==> config.mk <==
export PLATFORM = sky130hd
export DESIGN_NAME = nsd_scale
export DESIGN_NICKNAME = d
export VERILOG_FILES = /design/src/rtl/nsd_pkg.sv /design/src/rtl/nsd_scale.sv
export SDC_FILE = /design/constraint.sdc
export NUM_CORES = 1
export LEC_CHECK = 0
export BUFFER_PORTS_ARGS = -buffer_cell sky130_fd_sc_hd__buf_4
export CAP_MARGIN = 20
export CORE_MARGIN = 8
export CORE_UTILIZATION = 55
export CTS_CLUSTER_SIZE = 14
export DETAILED_ROUTE_END_ITERATION = 8
export MAX_ROUTING_LAYER = met4
export PLACE_DENSITY = 0.72
export SYNTH_ARGS = -nofsm -noshare
export SYNTH_HDL_FRONTEND = slang
export SYNTH_SLANG_ARGS = --single-unit
==> constraint.sdc <==
create_clock -name clk -period 11.5 [get_ports clk]
set_clock_uncertainty 0.2 [all_clocks]
set_input_delay 2.3 -clock clk [delete_from_list [all_inputs] [get_ports clk]]
set_output_delay 2.3 -clock clk [all_outputs]
set_load 0.005 [all_outputs]
==> src/rtl/nsd_pkg.sv <==
// ----------------------------------------------------------------------------
// nsd_pkg: shared types and constants
// Opcodes, item control struct and fixed widths for the nearest seed shader.
// ----------------------------------------------------------------------------
package nsd_pkg;

  typedef enum logic {
    OP_WRITE = 1'b0,
    OP_SHADE = 1'b1
  } opcode_t;

  typedef struct packed {
    logic valid;
    logic shade;
  } ctrl_t;

  localparam int          INDEX_BITS  = 4;
  localparam int          SCALE_BITS  = 22;
  localparam int          ALPHA_BITS  = 8;
  localparam int          FRAC_SHIFT  = 20;
  localparam int          RAD_SHIFT   = 8;
  localparam logic [21:0] SCALE_RESET = 22'd23634;
  localparam logic [7:0]  ALPHA_MAX   = 8'd255;

endpackage

==> src/rtl/nsd_scale.sv <==
// ----------------------------------------------------------------------------
// nsd_scale: alpha scaling and output register
// Multiplies the root by the scale, then shifts, saturates and holds alpha.
// ----------------------------------------------------------------------------
module nsd_scale #(
  parameter int ROOT_BITS = 15
) (
  input  logic                           clk,
  input  logic                           rst,
  input  logic                           en,
  input  nsd_pkg::ctrl_t                 in_ctrl,
  input  logic [ROOT_BITS-1:0]           in_root,
  input  logic [nsd_pkg::SCALE_BITS-1:0] scale,
  output logic                           out_valid,
  output logic [nsd_pkg::ALPHA_BITS-1:0] out_alpha
);

  localparam int PROD_BITS = ROOT_BITS + nsd_pkg::SCALE_BITS;
  localparam int HIGH_BITS = PROD_BITS - nsd_pkg::FRAC_SHIFT;

  logic                 prod_valid;
  logic [PROD_BITS-1:0] prod;
  logic [HIGH_BITS-1:0] prod_high;

  assign prod_high = prod[PROD_BITS-1:nsd_pkg::FRAC_SHIFT];

  always_ff @(posedge clk) begin
    if (rst) begin
      prod_valid <= 1'b0;
      out_valid  <= 1'b0;
    end else if (en) begin
      prod_valid <= in_ctrl.valid && in_ctrl.shade;
      out_valid  <= prod_valid;
    end
  end

  always_ff @(posedge clk) begin
    if (en) begin
      prod <= PROD_BITS'(in_root) * PROD_BITS'(scale);
      if (prod_high > HIGH_BITS'(nsd_pkg::ALPHA_MAX)) begin
        out_alpha <= nsd_pkg::ALPHA_MAX;
      end else begin
        out_alpha <= prod_high[nsd_pkg::ALPHA_BITS-1:0];
      end
    end
  end

endmodule

==> impl_metrics.json <==
{
  "hold_class": "reg2reg",
  "period_needed_ps": 8207,
  "critPathSlowestCell": "a2111oi_1",
  "setup_violations": 0,
  "status": "finished, final reports clean",
  "syn-mean-instance-area_sq_um": 8.999,
  "synthArstFlopShare_pct": 0,
  "synth.most_common_cell": "inv_1",
  "nets": 1659,
  "tightest_slew_ps": 617.1,
  "synth.cell_area_sq_mm": 0.01136,
  "path_cells": "buf_4 > and2_1 > fa_1 > inv_1 > fa_1 > inv_1 > fa_1 > fa_1 > fa_1 > inv_1 > fa_1 > inv_1 > ha_1 > a21oi_1 > o21ai_0 > a31oi_1 > o21ai_1 > a2111oi_1 > o31ai_1 > xor2_1",
  "yosys.area.top_type": "fa_1",
  "post_cts_resize_count": 0,
  "dpl.hpwl_um": 21400,
  "grt_usage_pct": 21.37,
  "clock_sinks": 27,
  "worstPathRequired_ps": 11310,
  "cpLargestDelayFamily": "adder cells",
  "finalHoldViolCount": 0,
  "cap_violations": 0,
  "avgRoutedWirePerCell_um": 16.47,
  "drc": 0,
  "io_pins": 51,
  "initial_core_util_pct": 56.13,
  "finalWirelength_um": 25220,
  "drtIter0Drc": 409,
  "synth.top_cell.area_share_pct": 45.30,
  "multiInputGateArea_sq_mm": 0.009286,
  "slowest_delay_ps": 650,
  "worstPathBufferInverterCount": 5,
  "clk_path_buf_depth": 2,
  "grt-ovfl-total": 0,
  "dpl_worst_slack_ps": 3021,
  "antenna_found_initial": 0,
  "synth-seq-cells": 27,
  "globalplace.congestion": 0.9021,
  "synth_edf_count": 25,
  "grt_pass1_vias": 9101,
  "worstPathMaxFanout": 22,
  "cts_made_buffers": 3,
  "grt_pass1_wl_um": 44430,
  "fin_ws_ps": 3293,
  "n_antenna_cell": 0,
  "io_buffer_count": 50,
  "syn_to_final_growth_pct": 5.156,
  "start_kind": "input pin",
  "endpoint_kind": "flip-flop",
  "dieArea_sq_mm": 0.02550,
  "synth.distinct_cells": 50,
  "synthCells": 1262,
  "fin_crit_sh_pct": 71.36,
  "htreeDepth": 1,
  "crit_type": "in2reg",
  "fp.dieH_um": 159.7,
  "cts_setup_buffers": 0,
  "rsz0062_at_grt": "no",
  "tns_ps": 0,
  "seq_area_frac_synth_pct": 6.963,
  "clkTransAtPathRegs_ps": 60,
  "critPathArrivalTime_ps": 8010,
  "max_slew_margin_pct": 58.76,
  "dr_total_vias": 8275,
  "grt_max_degree": 29,
  "core_sq_mm": 0.02023,
  "max_freq_mhz": 121.9,
  "yosysWarnings": 0,
  "fillers": 1761,
  "firstDrtPassIters": 4,
  "clockRootBuffer": "clkbuf_16",
  "drive_above_1_share_pct": 5.551,
  "rows": 52,
  "hold_buffers": 0,
  "antenna_left": 0,
  "crit_path_frequent_cell": "fa_1",
  "die_w_um": 159.7,
  "clk-insertion-delay-late_ps": 260,
  "yosys-top-cells-area": "fa_1, ha_1, inv_1, and2_1, edfxtp_1",
  "cts_tree": "done",
  "seq_area_sq_um": 790.8,
  "ys.flop_type": "edfxtp_1",
  "slew_violations": 0,
  "synth_common_cells": "inv_1, fa_1, nand2_1",
  "syn_nets": 1659,
  "viasPerCell": 5.405
}
## state kept, by name (all words and copies together) (netlist names)
name and cells:
prod 17, out_alpha 8, out_valid 1, prod_valid 1
## routing by layer
layer  routed length (um)  part of all wire [%]  global-route usage (%)
met5                    0                     0                       -
met4                  231                  0.92                   3.388
met2                12720                    50                   36.77
met3                  964                   3.8                   1.105
met1                11300                    45                   28.13
## tightest hold or removal path, delay by kind of cell (launching register included)
family | cells | cell delay, ps
and+or+nand+nor | 1 | 70
DFF | 1 | 310
AOI/OAI and AO/OA | 1 | 60
## per-stage QoR
stage          instance area (sq um)  utilization [%]  instances  hold WS (ps)
2_1_floorplan                  11360                -       1262         238.7
6_report                       11940            59.02       1531         275.0
3_3_place_gp                   11860            58.63       1527         251.5
5_1_grt                        11940            59.02       1531         313.0
3_5_place_dp                   11860            58.63       1527         265.8
4_1_cts                        11940            59.02       1531         275.3
## final cells by class
cell class | count | area share (%)
inverter | 286 | 8.989
tap | 270 | 2.829
sequential | 27 | 6.621
multi-input combinational | 894 | 77.76
clock buffer | 4 | 0.6600
timing repair buffer | 50 | 3.143
## worst paths after layout
check,slack (ps),endpoint,cells after the start,from
worst max-delay path,3290,prod[33]$_DFFE_PP_,20,in_root[0]
worst min register to register,270,prod_valid$_SDFFE_PP0P_,2,prod_valid$_SDFFE_PP0P_
worst min-delay path,270,prod_valid$_SDFFE_PP0P_,2,prod_valid$_SDFFE_PP0P_
worst max register to register,9760,out_alpha[0]$_SDFFCE_PN1P_,3,prod[31]$_DFFE_PP_
## cell families after synthesis
group | count (synthesis) | synth area share [%]
xor gates and xnor gates | 16 | 1.234
DFF | 27 | 6.963
and+or+nand+nor | 427 | 18.77
adders and majority gates | 355 | 56.10
AOI/OAI and AO/OA | 94 | 5.486
buffers and inverters | 341 | 11.27
muxes | 2 | 0.1763
## cell usage in the layout, fill, tap and decap left out, drive strengths merged, types with 5 or more instances in the layout
cell type / instances
ha: 98
o21ai: 15
nor2: 25
a21oi: 37
nand4: 8
fa: 257
buf: 50
edfxtp: 25
xor2: 7
or2: 9
xnor2: 9
nand3: 13
a21o: 9
nor3: 6
nand2: 189
and3: 5
inv: 286
and2: 161
Power is not shown: default switching activity piles up to over one toggle a cycle in this logic, so the estimate is an artifact.
