--- src/rtl/nsd_pkg.sv ---
// ----------------------------------------------------------------------------
// nsd_pkg: shared types and constants
// Opcodes, item control struct and fixed widths for the nearest seed shader.
// ----------------------------------------------------------------------------
package nsd_pkg;

  typedef enum logic {
    OP_WRITE = 1'b0,
    OP_SHADE = 1'b1
  } opcode_t;

  typedef struct packed {
    logic valid;
    logic shade;
  } ctrl_t;

  localparam int          INDEX_BITS  = 4;
  localparam int          SCALE_BITS  = 22;
  localparam int          ALPHA_BITS  = 8;
  localparam int          FRAC_SHIFT  = 20;
  localparam int          RAD_SHIFT   = 8;
  localparam logic [21:0] SCALE_RESET = 22'd23634;
  localparam logic [7:0]  ALPHA_MAX   = 8'd255;

endpackage

--- src/rtl/nsd_sqrt_step.sv ---
// ----------------------------------------------------------------------------
// nsd_sqrt_step: one stage of the square root pipeline
// Produces one root bit per stage by trial subtraction on the remainder.
// ----------------------------------------------------------------------------
module nsd_sqrt_step #(
  parameter int ROOT_BITS = 15
) (
  input  logic                   clk,
  input  logic                   rst,
  input  logic                   en,
  input  nsd_pkg::ctrl_t         in_ctrl,
  input  logic [ROOT_BITS+1:0]   in_rem,
  input  logic [ROOT_BITS-1:0]   in_root,
  input  logic [2*ROOT_BITS-1:0] in_rad,
  output nsd_pkg::ctrl_t         out_ctrl,
  output logic [ROOT_BITS+1:0]   out_rem,
  output logic [ROOT_BITS-1:0]   out_root,
  output logic [2*ROOT_BITS-1:0] out_rad
);

  logic [ROOT_BITS+2:0] rem_sh;
  logic [ROOT_BITS+2:0] trial;
  logic                 take;

  assign rem_sh = {in_rem[ROOT_BITS:0], in_rad[2*ROOT_BITS-1 -: 2]};
  assign trial  = {1'b0, in_root, 2'b01};
  assign take   = rem_sh >= trial;

  always_ff @(posedge clk) begin
    if (rst) begin
      out_ctrl <= '0;
    end else if (en) begin
      out_ctrl <= in_ctrl;
    end
  end

  always_ff @(posedge clk) begin
    if (en) begin
      out_rem  <= take ? (ROOT_BITS+2)'(rem_sh - trial) : rem_sh[ROOT_BITS+1:0];
      out_root <= {in_root[ROOT_BITS-2:0], take};
      out_rad  <= {in_rad[2*ROOT_BITS-3:0], 2'b00};
    end
  end

endmodule

--- config.mk ---
export PLATFORM = sky130hd
export DESIGN_NAME = nsd_sqrt_step
export DESIGN_NICKNAME = d
export VERILOG_FILES = /design/src/rtl/nsd_pkg.sv /design/src/rtl/nsd_sqrt_step.sv
export SDC_FILE = /design/constraint.sdc
export NUM_CORES = 1
export LEC_CHECK = 0
export BUFFER_PORTS_ARGS = -buffer_cell sky130_fd_sc_hd__clkbuf_2
export CAP_MARGIN = 20
export CELL_PAD_IN_SITES_DETAIL_PLACEMENT = 0
export CELL_PAD_IN_SITES_GLOBAL_PLACEMENT = 1
export CORE_MARGIN = 5
export CORE_UTILIZATION = 41
export CTS_BUF_LIST = sky130_fd_sc_hd__clkbuf_8
export CTS_CLUSTER_SIZE = 25
export DETAILED_ROUTE_END_ITERATION = 16
export PLACE_DENSITY = 0.95
export SYNTH_ARGS = -nofsm -noshare
export SYNTH_HDL_FRONTEND = slang
export SYNTH_SLANG_ARGS = --single-unit
--- constraint.sdc ---
create_clock -name clk -period 5.95 [get_ports clk]
set_clock_uncertainty 0.15 [all_clocks]
set_input_delay 0.595 -clock clk [delete_from_list [all_inputs] [get_ports clk]]
set_output_delay 0.595 -clock clk [all_outputs]
set_load 0.05 [all_outputs]
==> key figures <==
Clocking
  • Max Root-Sink Buffers: 2
  • Post-CTS Hold Fix Bufs: 0
  • Setup Buffers After CTS: 0
  • Cts bufs inserted: 9
  • Num Clock Sinks: 62
  • CTS HTree Levels: 3
  • Clock latency on the worst-skew pair: 330 ps
  • Clock transition at path regs: 70 ps
  • CTS tree: built
  • PostCTS Resize Cnt: 0
  • Clock Tree Root: clkbuf_8

Die
  • I/O pin total: 131
  • Die area: 0.009225 mm^2
  • DIE HEIGHT: 96.05 um
  • Core ar.: 0.007214 mm^2
  • Row Count: 31
  • Initial Utilization: 42.07%
  • Die X: 96.05 um

Detailed routing
  • DRT antenna net count: 0
  • Drt first pass iters: 4
  • DR vias/cell: 4.761
  • Vias: 2247
  • Wire per inst: 14.68 um
  • Drt initial violations: 76
  • Total wire length: 6927 um
  • # DRC: 0

Flow run
  • Total of max-cap violations: 0

Logic synthesis
  • Synth Warn #: 0
  • Compound-cell area share of the yosys netlist: 11.34%
  • Post-synthesis simple-gate area fraction: 8.821%
  • Mux cell area share after synthesis: 4.328%
  • Seq cells post-synth: 62
  • Largest cells by area after synthesis: edfxtp_1, ha_1, mux2_2
  • Cells after Synth: 232
  • Synth top area share: 59.36%
  • Synth top cells by count: edfxtp_1, inv_1, o21ai_0, ha_1, nand2_1
  • Top_reg_cell synth: edfxtp_1
  • Count leader, synth: edfxtp_1
  • Ys async rst share: 0%
  • Largest family of logic cells by synthesized area: compound AO/OA/AOI/OAI gates
  • Adder-cell share of the synthesized area: 7.007%
  • Synth Area in XOR/XNOR: 3.751%
  • Synth cell types: 42
  • Synth area leader: edfxtp_1
  • EDFF count, synth: 60
  • Mapped Avg Cell Area: 13.08 um^2
  • Mapped Area: 0.003035 mm^2
  • Sequential area share after synthesis: 60.68%

STA
  • Setup TNS: 0 ps
  • Pins over their slew limit: 0
  • Setup repair after global routing missed its margin: no
  • Min cycle time layout: 2886 ps
  • Final setup viols: 0
  • Worst slew pin tran: 750.7 ps
  • Slew Limit Headroom: 49.95%
  • Part of the cycle the worst path needs: 48.50%
  • Hold Fails Final Rpt: 0
  • Fmax: 346.5 MHz

Setup path
  • Slowest stage delay, CP: 460 ps
  • Buf/Inv on CP: 1
  • Crit path max-delay family: compound AO/OA/AOI/OAI gates
  • Startpoint types: input pin
  • Worst Path Class, Setup: input pin to flop
  • FF-to-FF setup slack: 5210 ps
  • Worst Path Arrival: 2890 ps
  • Ordered list of cells on the worst path: clkbuf_2 > ha_1 > o21a_1 > or4_1 > a21oi_1 > o21ai_0 > and4_1 > o41ai_2
  • CP Capture Type: flop
  • CP required: 5950 ps
  • Crit-path max FO: 4
  • Critical-path cell with the highest stage delay: or4_1
  • Reg2reg path depth: 2
  • Reg-to-reg endpoint: out_ctrl[0]$_SDFFE_PP0P_
  • Worst reg2reg path startpoint: out_ctrl[0]$_SDFFE_PP0P_

Global route
  • Initial antenna violation count: 0
  • GRT Total Usage: 14.95%
  • Grt ovf: 0
  • Largest net degree at the start of global routing: 63
  • Number of global-route vias before repair: 2176
  • First-pass GRT wire length: 10380 um

Worst hold path
  • HP Start: rst
  • WHS Endpoint: out_ctrl[0]$_SDFFE_PP0P_
  • Hold Path Stages: 2
  • Hold WC Path Type: input pin to flop

Pwr
  • Pwr per Cell Area: 316.6 mW/mm^2
  • Peak supply drop: 106.8 uV
  • Leakage: 1.776 nW
  • Power, Total: 1.255 mW

Cells and area
  • Sequential Area: 0.001842 mm^2
  • Post-route cell area: 0.003964 mm^2
  • Multi-input gate area: 0.001077 mm^2
  • Fraction of layout cells with a size suffix above 1: 42.90%
  • Filler cell count: 644
  • # diodes: 0
  • Area Overhead vs Synth: 30.59%
  • Final net count: 452
  • Post-route insts no fill: 472

Placed design
  • I/O Buffers: 127
  • DP HPWL: 5494 um
  • Placed instance count: 456
  • Placement Cell Area: 0.003765 mm^2
  • Gpl congestion: 0.8578

Status
  • Status: finished, final reports clean
[per-layer routing]
layer	GRT usage, %	part of all wire (%)
met5	0	0
met1	16.92	40
met3	6.568	13
met2	24.50	46
met4	6.280	1.2
[cell families after synthesis]
kind of cell	count (synthesis)
compound gates	50
other cells	1
buf+inv	25
mux	12
xor+xnor	13
fa+ha+maj	17
flops	62
simple gates	52
[worst max-delay path by stage]
stage | to | from | cells after the start | slack (ps)
after floorplan | out_rem[14]$_DFFE_PP_ | in_root[7] | 10 | 3080
after global placement | out_rem[15]$_DFFE_PP_ | in_root[0] | 9 | 2730
after detailed placement | out_rem[15]$_DFFE_PP_ | in_root[0] | 9 | 2700
after CTS | out_rem[15]$_DFFE_PP_ | in_root[0] | 9 | 3060
after global routing | out_rem[15]$_DFFE_PP_ | in_root[0] | 9 | 2880
final | out_rem[15]$_DFFE_PP_ | in_rem[0] | 8 | 3060
[flip-flops by register name, indices dropped and copies added, names as in the netlist]
| name | count |
|---|---|
| out_root | 15 |
| out_rem | 17 |
| out_ctrl | 2 |
| out_rad | 28 |
[area by class of cell]
| cell class | count | area share, % |
|---|---|---|
| Multi-Input combinational cell | 146 | 27.18 |
| Sequential cell | 62 | 46.46 |
| Inverter | 21 | 1.989 |
| Tap cell | 99 | 3.125 |
| Clock inverter | 7 | 1.894 |
| Timing Repair Buffer | 128 | 16.22 |
| Clock buffer | 9 | 3.125 |
[through the flow]
| stage | hold WS [ps] | utilization [%] | setup WS, ps |
|---|---|---|---|
| after floorplan | 517.4 | - | 3082 |
| after global placement | 327.0 | 52.19 | 2733 |
| after detailed placement | 349.1 | 52.19 | 2704 |
| after CTS | 268.0 | 54.94 | 3061 |
| after global routing | 251.5 | 54.94 | 2884 |
| final | 282.0 | 54.94 | 3064 |
[layout by cell type, fill, tap and decap left out, drive strengths merged, types with 6 or more instances in the layout]
| cell type | Yosys | final |
|---|---|---|
| a21oi | 12 | 12 |
| nand2 | 17 | 17 |
| nor2 | 14 | 14 |
| inv | 21 | 21 |
| edfxtp | 60 | 60 |
| xor2 | 7 | 7 |
| ha | 17 | 17 |
| o21ai | 18 | 18 |
| xnor2 | 6 | 6 |
| mux2 | 9 | 9 |
| clkbuf | 0 | 136 |
[where the power goes]
group	total [mW]	switching, mW	leakage [nW]	internal [mW]
clock	0.359	0.165	0.0931	0.194
sequential	0.541	0.0102	0.604	0.531
combinational	0.354	0.256	1.08	0.0989
No activity file was read; power rests on OpenSTA's default activity.
