File: src/rtl/nsd_pkg.sv
// ----------------------------------------------------------------------------
// nsd_pkg: shared types and constants
// Opcodes, item control struct and fixed widths for the nearest seed shader.
// ----------------------------------------------------------------------------
package nsd_pkg;

  typedef enum logic {
    OP_WRITE = 1'b0,
    OP_SHADE = 1'b1
  } opcode_t;

  typedef struct packed {
    logic valid;
    logic shade;
  } ctrl_t;

  localparam int          INDEX_BITS  = 4;
  localparam int          SCALE_BITS  = 22;
  localparam int          ALPHA_BITS  = 8;
  localparam int          FRAC_SHIFT  = 20;
  localparam int          RAD_SHIFT   = 8;
  localparam logic [21:0] SCALE_RESET = 22'd23634;
  localparam logic [7:0]  ALPHA_MAX   = 8'd255;

endpackage

File: src/rtl/nsd_cell.sv
// ----------------------------------------------------------------------------
// nsd_cell: one seed cell of the distance chain
// Holds one seed point, takes seed writes addressed to it and folds its
// squared distance into the running minimum of each passing pixel.
// ----------------------------------------------------------------------------
module nsd_cell #(
  parameter int COORD_BITS = 10,
  parameter int CELL_ID    = 0
) (
  input  logic                           clk,
  input  logic                           rst,
  input  logic                           en,
  input  nsd_pkg::ctrl_t                 in_ctrl,
  input  logic [nsd_pkg::INDEX_BITS-1:0] in_index,
  input  logic [COORD_BITS-1:0]          in_x,
  input  logic [COORD_BITS-1:0]          in_y,
  input  logic [2*COORD_BITS:0]          in_best,
  output nsd_pkg::ctrl_t                 out_ctrl,
  output logic [nsd_pkg::INDEX_BITS-1:0] out_index,
  output logic [COORD_BITS-1:0]          out_x,
  output logic [COORD_BITS-1:0]          out_y,
  output logic [2*COORD_BITS:0]          out_best
);

  localparam bit ADDRESSABLE = CELL_ID < (2 ** nsd_pkg::INDEX_BITS);
  localparam logic [nsd_pkg::INDEX_BITS-1:0] MY_ID = nsd_pkg::INDEX_BITS'(CELL_ID);

  logic [COORD_BITS-1:0]   seed_x;
  logic [COORD_BITS-1:0]   seed_y;
  logic [COORD_BITS-1:0]   dx;
  logic [COORD_BITS-1:0]   dy;
  logic [2*COORD_BITS-1:0] sq_x;
  logic [2*COORD_BITS-1:0] sq_y;
  logic [2*COORD_BITS:0]   d2;
  logic                    hit;

  assign dx   = (in_x >= seed_x) ? (in_x - seed_x) : (seed_x - in_x);
  assign dy   = (in_y >= seed_y) ? (in_y - seed_y) : (seed_y - in_y);
  assign sq_x = dx * dx;
  assign sq_y = dy * dy;
  assign d2   = {1'b0, sq_x} + {1'b0, sq_y};
  assign hit  = ADDRESSABLE && (in_index == MY_ID);

  always_ff @(posedge clk) begin
    if (rst) begin
      out_ctrl <= '0;
    end else if (en) begin
      out_ctrl <= in_ctrl;
    end
  end

  always_ff @(posedge clk) begin
    if (en) begin
      out_index <= in_index;
      out_x     <= in_x;
      out_y     <= in_y;
      out_best  <= (d2 < in_best) ? d2 : in_best;
      if (in_ctrl.valid && !in_ctrl.shade && hit) begin
        seed_x <= in_x;
        seed_y <= in_y;
      end
    end
  end

endmodule

File: config.mk
export PLATFORM = sky130hd
export DESIGN_NAME = nsd_cell
export DESIGN_NICKNAME = d
export VERILOG_FILES = /design/src/rtl/nsd_pkg.sv /design/src/rtl/nsd_cell.sv
export SDC_FILE = /design/constraint.sdc
export NUM_CORES = 1
export LEC_CHECK = 0
export ABC_AREA = 1
export BUFFER_PORTS_ARGS = -buffer_cell sky130_fd_sc_hd__buf_4
export CORE_MARGIN = 2
export CORE_UTILIZATION = 60
export DETAILED_ROUTE_END_ITERATION = 8
export PLACE_DENSITY_LB_ADDON = 0.1
export RECOVER_POWER = 50
export SLEW_MARGIN = 20
export SYNTH_ARGS = -nofsm -noshare
export SYNTH_HDL_FRONTEND = slang
export SYNTH_SLANG_ARGS = --single-unit
File: constraint.sdc
create_clock -name clk -period 15.9 [get_ports clk]
set_input_delay 1.59 -clock clk [delete_from_list [all_inputs] [get_ports clk]]
set_output_delay 1.59 -clock clk [all_outputs]
set_load 0.005 [all_outputs]
==> results of run 1 <==
==> synthesized netlist by cell type (7+ instances only) <==
library cell	count	area share, %
nor2_1	111	3.8
nand2_1	281	9.6
ha_1	142	16
o21ai_0	31	1.4
a21oi_1	50	2.3
fa_1	135	25
inv_1	329	11
edfxtp_1	65	18
nand2_2	15	0.86
inv_2	13	0.45
nor2_2	9	0.51
xnor2_1	10	0.80
xor2_1	25	2.0
nand2_4	8	0.82
nand3_1	45	2.1
nand4_1	13	0.74
o21bai_1	7	0.48
==> logic make-up (layout without fill, tap and decap cells) <==
| kind of cell | count (synthesis) | count (layout) | synth area share (%) |
|---|---|---|---|
| AOI/OAI and AO/OA | 111 | 111 | 5.89 |
| xor gates and xnor gates | 35 | 35 | 2.80 |
| adders and majority gates | 277 | 277 | 40.9 |
| buffers and inverters | 354 | 455 | 12.3 |
| DFF | 67 | 67 | 18.2 |
| and+or+nand+nor | 503 | 503 | 20.0 |
==> cell usage in the layout, fill, tap and decap left out, drive strengths merged <==
cell	count
a21boi	1
a21o	4
a21oi	52
a31oi	2
and2	4
and3	1
buf	72
bufinv	1
clkbuf	35
clkinv	2
clkinvlp	2
dfxtp	2
edfxtp	65
fa	135
ha	142
inv	343
nand2	304
nand3	48
nand3b	1
nand4	15
nor2	122
nor3	3
nor4	1
o211ai	1
o21a	2
o21ai	41
o21bai	7
o22ai	1
or2	3
or3	1
xnor2	10
xor2	25
==> state kept, by name (all words and copies together) (netlist names) <==
register   cells
out_best      21
out_x         10
out_y         10
seed_x        10
seed_y        10
out_index      4
out_ctrl       2
==> metrics by stage <==
stage          area [um2]  worst slack (ps)  hold slack [ps]  util [%]  std cells
2_1_floorplan       11000              6510              449         -       1347
3_3_place_gp        11900              5030              453      66.3       1661
3_5_place_dp        11900              5100              457      66.4       1661
4_1_cts             12200              5400              466      68.0       1677
5_1_grt             12100              4660              484      67.6       1677
6_report            12100              5340              463      67.6       1677
==> metal layers <==
metal  wire length [um]  part of all wire [%]
met1              11600                    46
met2              11700                    47
met3               1380                   5.5
met4                459                   1.8
met5                  0                     0
==> area by class of cell <==
class | instances | area, um2
Clock inverter | 6 | 66.3
Tap cell | 229 | 287
Clock buffer | 10 | 229
Multi-Input combinational cell | 926 | 7630
Inverter | 342 | 1280
Fill cell | 1580 | 5830
Timing Repair Buffer | 97 | 646
Sequential cell | 67 | 1990
==> worst max path at each step <==
stage / from / end / depth (start not counted)
6_report: in_y[0] / out_best[0]$_DFFE_PP_ / 37
5_1_grt: in_y[0] / out_best[9]$_DFFE_PP_ / 39
4_1_cts: in_y[0] / out_best[0]$_DFFE_PP_ / 37
3_5_place_dp: in_y[0] / out_best[0]$_DFFE_PP_ / 37
3_3_place_gp: in_y[0] / out_best[18]$_DFFE_PP_ / 41
2_1_floorplan: in_x[8] / out_best[10]$_DFFE_PP_ / 40
==> worst max-delay path, delay by kind of cell <==
family,cells,cell delay (ps)
compound gates,5,1300
buf+inv,8,940
fa+ha+maj,10,4610
simple gates,14,2130
==> results.toml, run 1 <==
[outcome]
status = "finished with violations"
violations = "capacitance limit, slew limit"

[grt]
antenna_found_initial = 0
grt_busiest_layer = "met2"
use_met1_pct = 38.8
gr-usage-met2_pct = 45.8
grt_usage_pct = 27.6
grt_use_met3_pct = 3.94
grt_pass1_vias = 8985
grt_pass1_wl_um = 43400
grt_max_degree = 49
overflow = 0

[die]
core-area_mm2 = 0.0180
initial_core_util_pct = 61.0
rows = 49
io_pins = 97
die-area_mm2 = 0.0194
die_h_um = 139
fp.dieW_um = 139

[sta]
rsz0062_at_grt = "false"
slew_headroom_pct = -79.8
report.final.hold_viol_count = 0
worst_clock_skew_ps = 9.94
setup_tns_ps = 0
fin_crit_sh_pct = 66.4
fmax_ghz = 0.0947
finalSetupViolCount = 0
finalMaxSlewViolations = 49
min_period_ps = 10560
tightestPinTransition_ps = 2700

[setup_path]
setup.worst_path.start_class = "primary input"
critPathMaxFanout = 12
critPathArrivalTime_ps = 10600
r2r_start = "seed_y[0]$_DFFE_PP_"
slowest_stage = "o21ai_0"
path_common_cell = "fa_1"
critical_path_class = "in2reg"
end_kind = "register"
regToRegSetupSlack_ps = 6400
crit_required_ps = 15940
regToRegEndpoint = "out_best[0]$_DFFE_PP_"
cpPeakStageDelay_ps = 710
reg2reg_depth = 35

[route]
drt_iter0_drc = 550
routed_via_density = 5.18
wl_per_cell_um = 15.0
drt_wl_total_um = 25200
antenna_left = 0
dr_total_vias = 8689
drc = 0
first_pass_iters = 5

[cts]
cts-root-buf = "clkbuf_16"
path_clk_slew_ps = 60
cts_setup_buffers = 0
cts.sinks = 67
cts_tree = "done"
insertion_delay_ps = 340
cts.hold.buffers_added = 0
h-tree-depth = 3
cts_max_path_buffers = 2
ctsResizeCount = 0
cts_inserted_buffers = 9

[worst_hold_path]
min_to = "out_ctrl[0]$_SDFFE_PP0P_"
hold_class = "reg2reg"
hold_depth = 2
hold_path.startpoint = "out_ctrl[0]$_SDFFE_PP0P_"

[yosys]
synth_nets = 1674
synth_edf_count = 65
yosys_warnings = 0
async_flop_share_pct = 0
ys_ff_latch = 67
synth_cells = 1347
netlist_area_mm2 = 0.0110
synth_ff_type = "edfxtp_1"
synth.avg_cell_area_um2 = 8.14
synth_cell_types = 44
synth-seq-area-share_pct = 18.2

[finish]
fin_nets = 1770
antenna_cells = 0
syn_to_final_growth_pct = 10.7
layout-drive-gt1-share_pct = 10.5

[placed_design]
place.gp.congestion = 0.961
numPortBuffers = 96
hpwl_um = 21600

[flow_run]
drv_cap = 1
Power of run 1 is not shown: default switching activity piles up to over one toggle a cycle in this logic, so the estimate is an artifact.
==> run 2, diff against run 1 <==
==> constraint.sdc (replaced) <==
create_clock -name clk -period 10.7 [get_ports clk]
set_input_delay 1.07 -clock clk [delete_from_list [all_inputs] [get_ports clk]]
set_output_delay 1.07 -clock clk [all_outputs]
set_load 0.005 [all_outputs]
==> run 2 against run 1 <==
  * The flow still finishes with violations (capacitance limit, slew limit)
  * Clock-buffer cell count fell by 1
  * Utilization rose by 0.26 points
  * Highest routed layer unchanged
  * Sequential share of layout area fell by 0.064 points
==> results.toml, run 2 (same netlist as run 1, synthesis figures left out) <==
[outcome]
status = "finished with violations"
violations = "capacitance limit, slew limit"

[cts]
cts_inserted_buffers = 9
cts-root-buf = "clkbuf_16"
h-tree-depth = 3
cts.sinks = 67
ctsResizeCount = 0
cts_setup_buffers = 0
cts_max_path_buffers = 2
insertion_delay_ps = 350
cts.hold.buffers_added = 0
cts_tree = "done"
path_clk_slew_ps = 60

[grt]
overflow = 0
grt_usage_pct = 27.3
antenna_found_initial = 0
grt_max_degree = 49
grt_pass1_wl_um = 42300
grt_pass1_vias = 8842

[finish]
syn_to_final_growth_pct = 11.1
layout-drive-gt1-share_pct = 10.7
stdcell_area_mm2 = 0.0122
top_register = "out_best"
nFillCells = 1567
fin_nets = 1772
seq_area_mm2 = 0.00199
largest_reg_flops = 21
multi_input_area_mm2 = 0.00763
layout_common_cells = "329 x inv_1, 281 x nand2_1, 142 x ha_1, 135 x fa_1, 111 x nor2_1"
antenna_cells = 0
layout_commonest_cell = "inv_1"

[sta]
fmax_ghz = 0.101
report.final.hold_viol_count = 0
worst_clock_skew_ps = 15.0
min_period_ps = 9860
slew_headroom_pct = -83.7
fin_crit_sh_pct = 92.1
rsz0062_at_grt = "false"
finalSetupViolCount = 0
setup_tns_ps = 0
finalMaxSlewViolations = 49
tightestPinTransition_ps = 2760

[setup_path]
critPathMaxFanout = 12
slowest_stage = "o21ai_0"
cpPeakStageDelay_ps = 710
critPathArrivalTime_ps = 9920
r2r_start = "seed_y[2]$_DFFE_PP_"
regToRegEndpoint = "out_best[0]$_DFFE_PP_"
regToRegSetupSlack_ps = 1390
critical_path_class = "in2reg"
crit_required_ps = 10760
setup.worst_path.start_class = "primary input"
path_common_cell = "fa_1"
reg2reg_depth = 35
end_kind = "register"

[die]
fp.dieW_um = 139
io_pins = 97
initial_core_util_pct = 61.0
die-area_mm2 = 0.0194
die_h_um = 139
rows = 49
core-area_mm2 = 0.0180

[route]
first_pass_iters = 5
drc = 0
drt_iter0_drc = 441
dr_total_vias = 8681
routed_via_density = 5.17
antenna_left = 0
wl_per_cell_um = 14.9
drt_wl_total_um = 25000

[placed_design]
place.gp.congestion = 0.946
hpwl_um = 21300
place_area_mm2 = 0.0119
numPortBuffers = 96

[worst_hold_path]
min_to = "out_ctrl[1]$_SDFFE_PP0P_"
hold_class = "reg2reg"
hold_path.startpoint = "out_ctrl[1]$_SDFFE_PP0P_"
hold_depth = 2

[flow_run]
drv_cap = 1
[run 2: cell types whose count changed in the layout (fill, tap and decap cells not counted)]
| cell | previous run | this run |
|---|---|---|
| clkbuf_4 | 3 | 2 |
| inv_8 | 0 | 1 |
| clkinv_1 | 1 | 0 |
| bufinv_16 | 1 | 2 |
| clkinvlp_4 | 2 | 0 |
| inv_6 | 1 | 3 |
| buf_4 | 72 | 74 |
[run 2: cell type report]
class,instances,area share [%]
Multi-Input combinational cell,926,62.6
Sequential cell,67,16.4
Inverter,342,10.5
Timing Repair Buffer,99,5.39
Tap cell,229,2.35
Clock buffer,9,1.85
Clock inverter,7,0.873
[run 2: how the worst max path moves through the flow]
stage	start	to	slack (ps)	cells past startpoint
2_1_floorplan	in_x[8]	out_best[10]$_DFFE_PP_	1830	40
3_3_place_gp	in_y[0]	out_best[20]$_DFFE_PP_	410	41
3_5_place_dp	in_y[0]	out_best[0]$_DFFE_PP_	600	37
4_1_cts	in_y[0]	out_best[0]$_DFFE_PP_	960	37
5_1_grt	in_y[2]	out_best[0]$_DFFE_PP_	250	35
6_report	in_y[2]	out_best[0]$_DFFE_PP_	840	37
[run 2: worst max-delay path, delay by kind of cell]
kind | cells | cell delay [ps]
compound gates | 5 | 1250
fa+ha+maj | 10 | 4590
buf+inv | 8 | 850
simple gates | 14 | 2150
[run 2: per-layer routing]
layer	global-route usage, %	share of wire (%)	vias up
li1	-	-	4319
met1	39.0	47	4094
met2	43.7	46	228
met3	4.32	5.3	40
met4	7.28	2.1	0
met5	0	0	-
[run 2: stage by stage]
step	std cells	hold WS, ps	util [%]	setup WS (ps)
floorplan	1347	449	-	1830
global placement	1663	451	66.4	412
detailed placement	1663	461	66.5	605
CTS	1679	470	68.3	957
global route	1679	501	67.8	254
finish	1679	470	67.8	840
Power of run 2 is left out for the same reason.
